<file path="config.mk">
export PLATFORM = sky130hd
export DESIGN_NAME = array_stack_with_filter
export DESIGN_NICKNAME = d
export VERILOG_FILES = /design/src/hdl/asf_pkg.sv /design/src/hdl/array_stack_with_filter.sv
export SDC_FILE = /design/constraint.sdc
export NUM_CORES = 1
export LEC_CHECK = 0
export BUFFER_PORTS_ARGS = -buffer_cell sky130_fd_sc_hd__buf_2
export CORE_MARGIN = 2
export CORE_UTILIZATION = 48
export CTS_CLUSTER_DIAMETER = 120
export CTS_CLUSTER_SIZE = 14
export DETAILED_ROUTE_END_ITERATION = 12
export GPL_ROUTABILITY_DRIVEN = 0
export GPL_TIMING_DRIVEN = 1
export PLACE_DENSITY = 0.67
export RECOVER_POWER = 25
export SLEW_MARGIN = 15
export SYNTH_ARGS = -nofsm -noshare
export SYNTH_HDL_FRONTEND = slang
export SYNTH_SLANG_ARGS = --single-unit
</file>
<file path="constraint.sdc">
create_clock -name i_clk -period 5.78 [get_ports i_clk]
set_input_delay 1.156 -clock i_clk [delete_from_list [all_inputs] [get_ports i_clk]]
set_output_delay 1.156 -clock i_clk [all_outputs]
set_load 0.02 [all_outputs]
</file>
<file path="src/hdl/asf_pkg.sv">
`default_nettype none

package asf_pkg;

    // Operation codes carried by the input word
    typedef enum logic [1:0] {
        OP_PUSH   = 2'd0,
        OP_POP    = 2'd1,
        OP_PEEK   = 2'd2,
        OP_FILTER = 2'd3
    } t_op;

    // Status codes returned with each result word
    typedef enum logic [1:0] {
        STS_OK       = 2'd0,
        STS_OVERFLOW = 2'd1,
        STS_EMPTY    = 2'd2
    } t_status;

    // Sequencer states
    typedef enum logic [1:0] {
        S_IDLE,
        S_FILT,
        S_RESP
    } t_state;

    // Fixed field widths
    localparam int OP_W     = 2;
    localparam int VALUE_W  = 8;
    localparam int STATUS_W = 2;
    localparam int COUNT_W  = 8;

    // Configuration port
    localparam int APB_ADDR_W = 3;
    localparam int APB_DATA_W = 32;
    localparam logic REG_FILTER_KEY = 1'b0;   // word address of filter_key

endpackage

`default_nettype wire

</file>
<file path="src/hdl/array_stack_with_filter.sv">
`default_nettype none

// LIFO stack of symbol codes with an in-place filter.
//
// Input channel: i_in_valid / o_in_stall carry one word of i_opcode and
// i_push_value (push, pop, peek, filter). Output channel: o_out_valid /
// i_out_stall carry one result word per input word (read value, status,
// entry count, empty and full flags). Words are taken on an edge where
// valid is high and stall is low.
// Path to the result register: push, or any operation that fails or finds
// the stack empty, loads it on accept; pop and peek first do one synchronous
// read of the stack memory, and filter streams every entry through the single
// read port and writes survivors back through the write port; both then load
// it from the response state. One word is worked on at a time.
// The output register decouples the two sides: a new word is taken while
// the previous result waits, as long as the register is emptied that cycle.
// A stalled receiver holds the result and, once the register is full,
// stalls the input side.
// Reset clears the fill level (empty stack), the filter key and the
// output valid; stack memory contents are not cleared.
// filter_key lives at APB byte address 0.
module array_stack_with_filter
    import asf_pkg::*;
#(
    parameter int DEPTH        = 128,
    parameter int SYMBOL_WIDTH = 8
) (
    input  wire logic                  i_clk,
    input  wire logic                  i_rst_n,

    // configuration
    input  wire logic                  psel,
    input  wire logic                  penable,
    input  wire logic                  pwrite,
    input  wire logic [APB_ADDR_W-1:0] paddr,
    input  wire logic [APB_DATA_W-1:0] pwdata,
    output logic      [APB_DATA_W-1:0] prdata,
    output logic                       pready,

    // input words
    input  wire logic                  i_in_valid,
    output logic                       o_in_stall,
    input  wire logic [OP_W-1:0]       i_opcode,
    input  wire logic [VALUE_W-1:0]    i_push_value,

    // result words
    output logic                       o_out_valid,
    input  wire logic                  i_out_stall,
    output logic      [VALUE_W-1:0]    o_read_value,
    output logic      [STATUS_W-1:0]   o_status,
    output logic      [COUNT_W-1:0]    o_entry_count,
    output logic                       o_is_empty,
    output logic                       o_is_full
);

    localparam int AW = (DEPTH > 1) ? $clog2(DEPTH) : 1;   // memory address
    localparam int CW = $clog2(DEPTH + 1);                  // fill level 0..DEPTH
    localparam int SW = SYMBOL_WIDTH;
    localparam logic [CW-1:0] FULL_LEVEL = CW'(DEPTH);
    localparam logic [CW-1:0] ONE        = CW'(1);

    // ---------------------------------------------------------------
    // Configuration register
    // ---------------------------------------------------------------
    logic [VALUE_W-1:0] r_filter_key;
    logic               cfg_wr;

    assign pready = 1'b1;
    assign cfg_wr = psel && penable && pwrite && (paddr[2] == REG_FILTER_KEY);

    always_ff @(posedge i_clk) begin
        if (!i_rst_n) begin
            r_filter_key <= '0;
        end else if (cfg_wr) begin
            r_filter_key <= pwdata[VALUE_W-1:0];
        end
    end

    always_comb begin
        prdata = '0;
        if (paddr[2] == REG_FILTER_KEY) begin
            prdata = {{(APB_DATA_W-VALUE_W){1'b0}}, r_filter_key};
        end
    end

    // Field values brought to symbol width (masked or zero-extended)
    logic [SW+VALUE_W-1:0] push_ext;
    logic [SW+VALUE_W-1:0] key_ext;
    logic [SW-1:0]         push_sym;
    logic [SW-1:0]         key_sym;

    assign push_ext = {{SW{1'b0}}, i_push_value};
    assign key_ext  = {{SW{1'b0}}, r_filter_key};
    assign push_sym = push_ext[SW-1:0];
    assign key_sym  = key_ext[SW-1:0];

    // ---------------------------------------------------------------
    // Stack memory: one write port, one registered read port.
    // Reads and writes never hit the same entry in one cycle: a push is
    // complete before the next word's read, and during a filter the write
    // index always trails the read index.
    // ---------------------------------------------------------------
    logic [SW-1:0] r_stack [DEPTH];
    logic [SW-1:0] r_rd_data;
    logic          mem_we;
    logic [AW-1:0] mem_waddr;
    logic [SW-1:0] mem_wdata;
    logic          mem_re;
    logic [AW-1:0] mem_raddr;

    always_ff @(posedge i_clk) begin
        if (mem_we) begin
            r_stack[mem_waddr] <= mem_wdata;
        end
    end

    always_ff @(posedge i_clk) begin
        if (mem_re) begin
            r_rd_data <= r_stack[mem_raddr];
        end
    end

    // ---------------------------------------------------------------
    // Sequencer
    // ---------------------------------------------------------------
    t_state        r_state, n_state;
    logic [CW-1:0] r_fill, n_fill;
    logic [CW-1:0] r_rd_idx, n_rd_idx;      // next entry to read (filter)
    logic [CW-1:0] r_wr_idx, n_wr_idx;      // next slot to keep (filter)
    logic          r_pend_rd, n_pend_rd;    // pending result carries read data
    t_status       r_pend_sts, n_pend_sts;

    logic          r_out_valid;
    logic          out_free;
    logic          in_accept;
    logic          out_load;
    logic [SW-1:0] ld_value;
    t_status       ld_sts;
    logic          keep;
    logic [CW-1:0] wr_next;
    logic [CW-1:0] fill_dec;

    assign out_free  = !r_out_valid || !i_out_stall;
    assign in_accept = i_in_valid && !o_in_stall;
    assign keep      = (r_rd_data != key_sym);
    assign wr_next   = r_wr_idx + (keep ? ONE : '0);
    assign fill_dec  = r_fill - ONE;

    always_comb begin
        n_state    = r_state;
        n_fill     = r_fill;
        n_rd_idx   = r_rd_idx;
        n_wr_idx   = r_wr_idx;
        n_pend_rd  = r_pend_rd;
        n_pend_sts = r_pend_sts;
        o_in_stall = 1'b1;
        out_load   = 1'b0;
        ld_value   = '0;
        ld_sts     = STS_OK;
        mem_we     = 1'b0;
        mem_waddr  = r_fill[AW-1:0];
        mem_wdata  = push_sym;
        mem_re     = 1'b0;
        mem_raddr  = fill_dec[AW-1:0];

        unique case (r_state)
            S_IDLE: begin
                o_in_stall = !out_free;
                if (in_accept) begin
                    unique case (t_op'(i_opcode))
                        OP_PUSH: begin
                            out_load = 1'b1;
                            if (r_fill == FULL_LEVEL) begin
                                ld_sts = STS_OVERFLOW;
                            end else begin
                                mem_we = 1'b1;
                                n_fill = r_fill + ONE;
                            end
                        end
                        OP_POP, OP_PEEK: begin
                            if (r_fill == '0) begin
                                out_load = 1'b1;
                                ld_sts   = STS_EMPTY;
                            end else begin
                                mem_re     = 1'b1;
                                n_pend_rd  = 1'b1;
                                n_pend_sts = STS_OK;
                                n_state    = S_RESP;
                                if (t_op'(i_opcode) == OP_POP) begin
                                    n_fill = fill_dec;
                                end
                            end
                        end
                        OP_FILTER: begin
                            if (r_fill == '0) begin
                                out_load = 1'b1;
                            end else begin
                                mem_re     = 1'b1;
                                mem_raddr  = '0;
                                n_rd_idx   = ONE;
                                n_wr_idx   = '0;
                                n_pend_rd  = 1'b0;
                                n_pend_sts = STS_OK;
                                n_state    = S_FILT;
                            end
                        end
                        default: begin
                        end
                    endcase
                end
            end
            S_FILT: begin
                // r_rd_data holds entry r_rd_idx-1; survivors compact downwards
                mem_we    = keep;
                mem_waddr = r_wr_idx[AW-1:0];
                mem_wdata = r_rd_data;
                if (r_rd_idx < r_fill) begin
                    mem_re    = 1'b1;
                    mem_raddr = r_rd_idx[AW-1:0];
                    n_rd_idx  = r_rd_idx + ONE;
                    n_wr_idx  = wr_next;
                end else begin
                    n_fill  = wr_next;
                    n_state = S_RESP;
                end
            end
            S_RESP: begin
                if (out_free) begin
                    out_load = 1'b1;
                    ld_value = r_pend_rd ? r_rd_data : '0;
                    ld_sts   = r_pend_sts;
                    n_state  = S_IDLE;
                end
            end
            default: begin
                n_state = S_IDLE;
            end
        endcase
    end

    always_ff @(posedge i_clk) begin
        if (!i_rst_n) begin
            r_state <= S_IDLE;
            r_fill  <= '0;
        end else begin
            r_state <= n_state;
            r_fill  <= n_fill;
        end
    end

    always_ff @(posedge i_clk) begin
        r_rd_idx   <= n_rd_idx;
        r_wr_idx   <= n_wr_idx;
        r_pend_rd  <= n_pend_rd;
        r_pend_sts <= n_pend_sts;
    end

    // ---------------------------------------------------------------
    // Output register
    // ---------------------------------------------------------------
    logic [VALUE_W-1:0]    r_read_value;
    logic [STATUS_W-1:0]   r_status;
    logic [COUNT_W-1:0]    r_entry_count;
    logic                  r_is_empty;
    logic                  r_is_full;
    logic [SW+VALUE_W-1:0] ld_value_ext;
    logic [CW+COUNT_W-1:0] ld_count_ext;

    assign ld_value_ext = {{VALUE_W{1'b0}}, ld_value};
    assign ld_count_ext = {{COUNT_W{1'b0}}, n_fill};

    always_ff @(posedge i_clk) begin
        if (!i_rst_n) begin
            r_out_valid <= 1'b0;
        end else if (out_load) begin
            r_out_valid <= 1'b1;
        end else if (!i_out_stall) begin
            r_out_valid <= 1'b0;
        end
    end

    always_ff @(posedge i_clk) begin
        if (out_load) begin
            r_read_value  <= ld_value_ext[VALUE_W-1:0];
            r_status      <= ld_sts;
            r_entry_count <= ld_count_ext[COUNT_W-1:0];
            r_is_empty    <= (n_fill == '0);
            r_is_full     <= (n_fill == FULL_LEVEL);
        end
    end

    assign o_out_valid   = r_out_valid;
    assign o_read_value  = r_read_value;
    assign o_status      = r_status;
    assign o_entry_count = r_entry_count;
    assign o_is_empty    = r_is_empty;
    assign o_is_full     = r_is_full;

    // ---------------------------------------------------------------
    // Assertions
    // ---------------------------------------------------------------
    a_fill_bound: assert property (@(posedge i_clk) disable iff (!i_rst_n)
        r_fill <= FULL_LEVEL)
        else $error("fill level beyond depth");

    a_filter_order: assert property (@(posedge i_clk) disable iff (!i_rst_n)
        (r_state == S_FILT) |-> (r_wr_idx < r_rd_idx) && (r_rd_idx <= r_fill))
        else $error("filter write index overtook read index");

    a_overflow_full: assert property (@(posedge i_clk) disable iff (!i_rst_n)
        (r_out_valid && (r_status == STS_OVERFLOW)) |-> r_is_full)
        else $error("overflow reported on a stack that is not full");

    a_push_grows: assert property (@(posedge i_clk) disable iff (!i_rst_n)
        (in_accept && (t_op'(i_opcode) == OP_PUSH) && (r_fill != FULL_LEVEL))
        |=> (r_fill == $past(r_fill) + ONE))
        else $error("push did not raise the fill level");

    a_load_when_free: assert property (@(posedge i_clk) disable iff (!i_rst_n)
        out_load |-> out_free)
        else $error("result register overwritten while stalled");

endmodule

`default_nettype wire
</file>
==> metrics <==
Die W between 300 and 400 um; violated checks capacitance limit, slew limit; Vias 27.7k; Setup-failing EPs final 0; Final Skew 0.0406 ns; Worst-Margin Slew approximately 3 ns; Slew headroom -0.956; Area contributors post-synth edfxtp_1, nand2_1, mux2i_1, a21oi_1, nor2_1; Initial Util 0.484; PortBufs 55; fill cell count 7520; setup slack at placement 0.752 ns; PwrDens roughly 350 nW/um2; Resized cells post-CTS 0; Max Clk Rate 0.195 GHz; final WL 116 mm; Pleak about 16 nW; largest area contributor in the netlist edfxtp_1; CP Launch Type flip-flop; vias in the first global route 26.1k; Cell Area, Placed 47200 um2; Yosys top cell area share 0.711; Ys Warns 0; vias per cell 6.04; cell count after synthesis between 3k and 4k; sequential-to-total area share from yosys stat 0.720; final instance area 49400 um2; die height 311 um; Mapped Area 45100 um2; max_cap viols 5; ys flop type edfxtp_1; library cells used by synthesis 81; postcts setup bufs 0; wire per inst 25.2 um; Setup crit start r_state[0]; fin. max-slew vios 319; crit path max fanout 37; clock sinks 1088; type of element capturing the critical path flip-flop; top post-synthesis cells by count edfxtp_1, nand2_1, a21oi_1; fraction of layout cells with a size suffix above 1 0.0944; drt pass-1 iters 6; initial antenna violation count 2; largest net degree at the start of global routing roughly 100; status complete, but fails checks; flop2flop setup slack around 0.65 ns; Rows 112; Post-DP HPWL 72.0 mm; Post-synth ARST share 0; setup_tns 0 ns; antenna fix cells 0; # DRC 0; CTS tree done; worst r2r src r_state[0]; clk buf depth 3; Power Total about 0.017 W; Syn Area/Cell 13.9 um2; die area between 90000 and 100000 um2; Worst Path Required 5.99 ns; Final ANT Viol Nets 0; number of synthesized register bits 1088; Data arrival, critical path around 5.3 ns; Final min period 5.13 ns; Clock Pin Slew Worst Setup and Hold Paths 0.08 ns; H-tree Lvls 3; latest clock arrival within the worst-skew pair roughly 0.7 ns; drt first-iter violations 3786; Worst VDD drop 0.236 mV; Final nets around 3.4k; Overall Global Routing Usage 0.235; TritonCTS Buffers 87; Final Hold Fails 0; unrepaired setup endpoints after global routing false; Hold-fix buffers, CTS 0; first-pass GRT wire length 171 mm; post-route setup slack 0.647 ns; count leader, synth edfxtp_1; Remaining Overflow, GRT 0; worst min-delay path class reg -> reg; critical path type reg -> reg; hold path startpoint key_sym[4]; Placeable Area 93200 um2; EDFF count, synth 1069; Ports 107; Synth-to-Final Area Change 9.51%; Final period util 0.888; clk root buf clkbuf_16
[placed cells by master (no fill, tap or decap), types with 30 or more instances in the layout]
cell       Yosys  final
edfxtp_1    1069   1069
nand2_1      544    536
a21oi_1      268    264
nor2_1       188    188
mux2i_1      183    180
buf_4         43    100
clkbuf_16      0     87
nor4_1        64     64
a211oi_1      56     56
o21ai_0       50     49
inv_1         48     48
o22ai_1       47     47
nand3b_1      37     37
nand3_1       36     36
clkbuf_1      64     32
buf_2         81     32
nand4_1       30     30
a22oi_1       30     30
[critical path, stage by stage (launching register included)]
cell and delay (ns):
dfxtp_1 0.63, and2b_1 0.28, clkbuf_1 0.98, nand2_1 0.13
nand2_1 1.27, clkbuf_1 1.34
[report_power, final]
part           internal, W  switching, W  total (W)
Clock              0.00274       0.00262    0.00536
Sequential         0.00881     0.0000483    0.00886
Combinational     0.000967       0.00213    0.00310
[worst paths after layout]
check                                       to  cells past startpoint
worst min-delay path                key_sym[4]                      2
worst max-delay path            r_stack[16][5]                      5
worst min register to register      key_sym[4]                      2
worst max register to register  r_stack[16][5]                      5
[cells by family after synthesis]
family                     after synthesis  synth area share
buffers and inverters                  249            0.0277
DFF                                   1088             0.720
adders and majority gates               16           0.00444
other                                    2          0.000166
and+or+nand+nor                        987            0.0977
AOI/OAI and AO/OA                      660            0.0963
xor gates and xnor gates                25           0.00485
muxes                                  217            0.0491
[metrics by stage]
step	utilization	hold slack [ns]	cells
floorplan	-	0.456	3267
global placement	0.506	0.487	4491
detailed placement	0.506	0.484	4491
CTS	0.531	0.493	4590
global route	0.530	0.517	4590
finish	0.530	0.495	4590
[state kept, by name, summed over array words and instances, names as in the netlist, 2 cells and up]
signal	flops
r_rd_idx	8
r_wr_idx	8
r_rd_data	8
o_read_value	8
key_sym	8
r_fill	8
r_state	2
r_stack	1024
o_status	2
o_entry_count	8
[metal layers]
layer  global-route usage  routed length (um)  part of all wire
met1                0.341               48600              0.42
met2                0.365               53400              0.46
met3               0.0372               10400             0.089
met4               0.0742                3480             0.030
met5                    0                  23           0.00020
[final cells by class]
type                    count  area [um2]  share of cell area
clock inverters             6         125             0.00253
clock buffers              93        2200              0.0445
multi-input cells        1930       11600               0.235
repair buffers            170        1230              0.0250
inverters                  49         184             0.00372
flip-flops and latches   1088       32500               0.657
well taps                1254        1570              0.0317
Power figures use the tool's default switching activity.
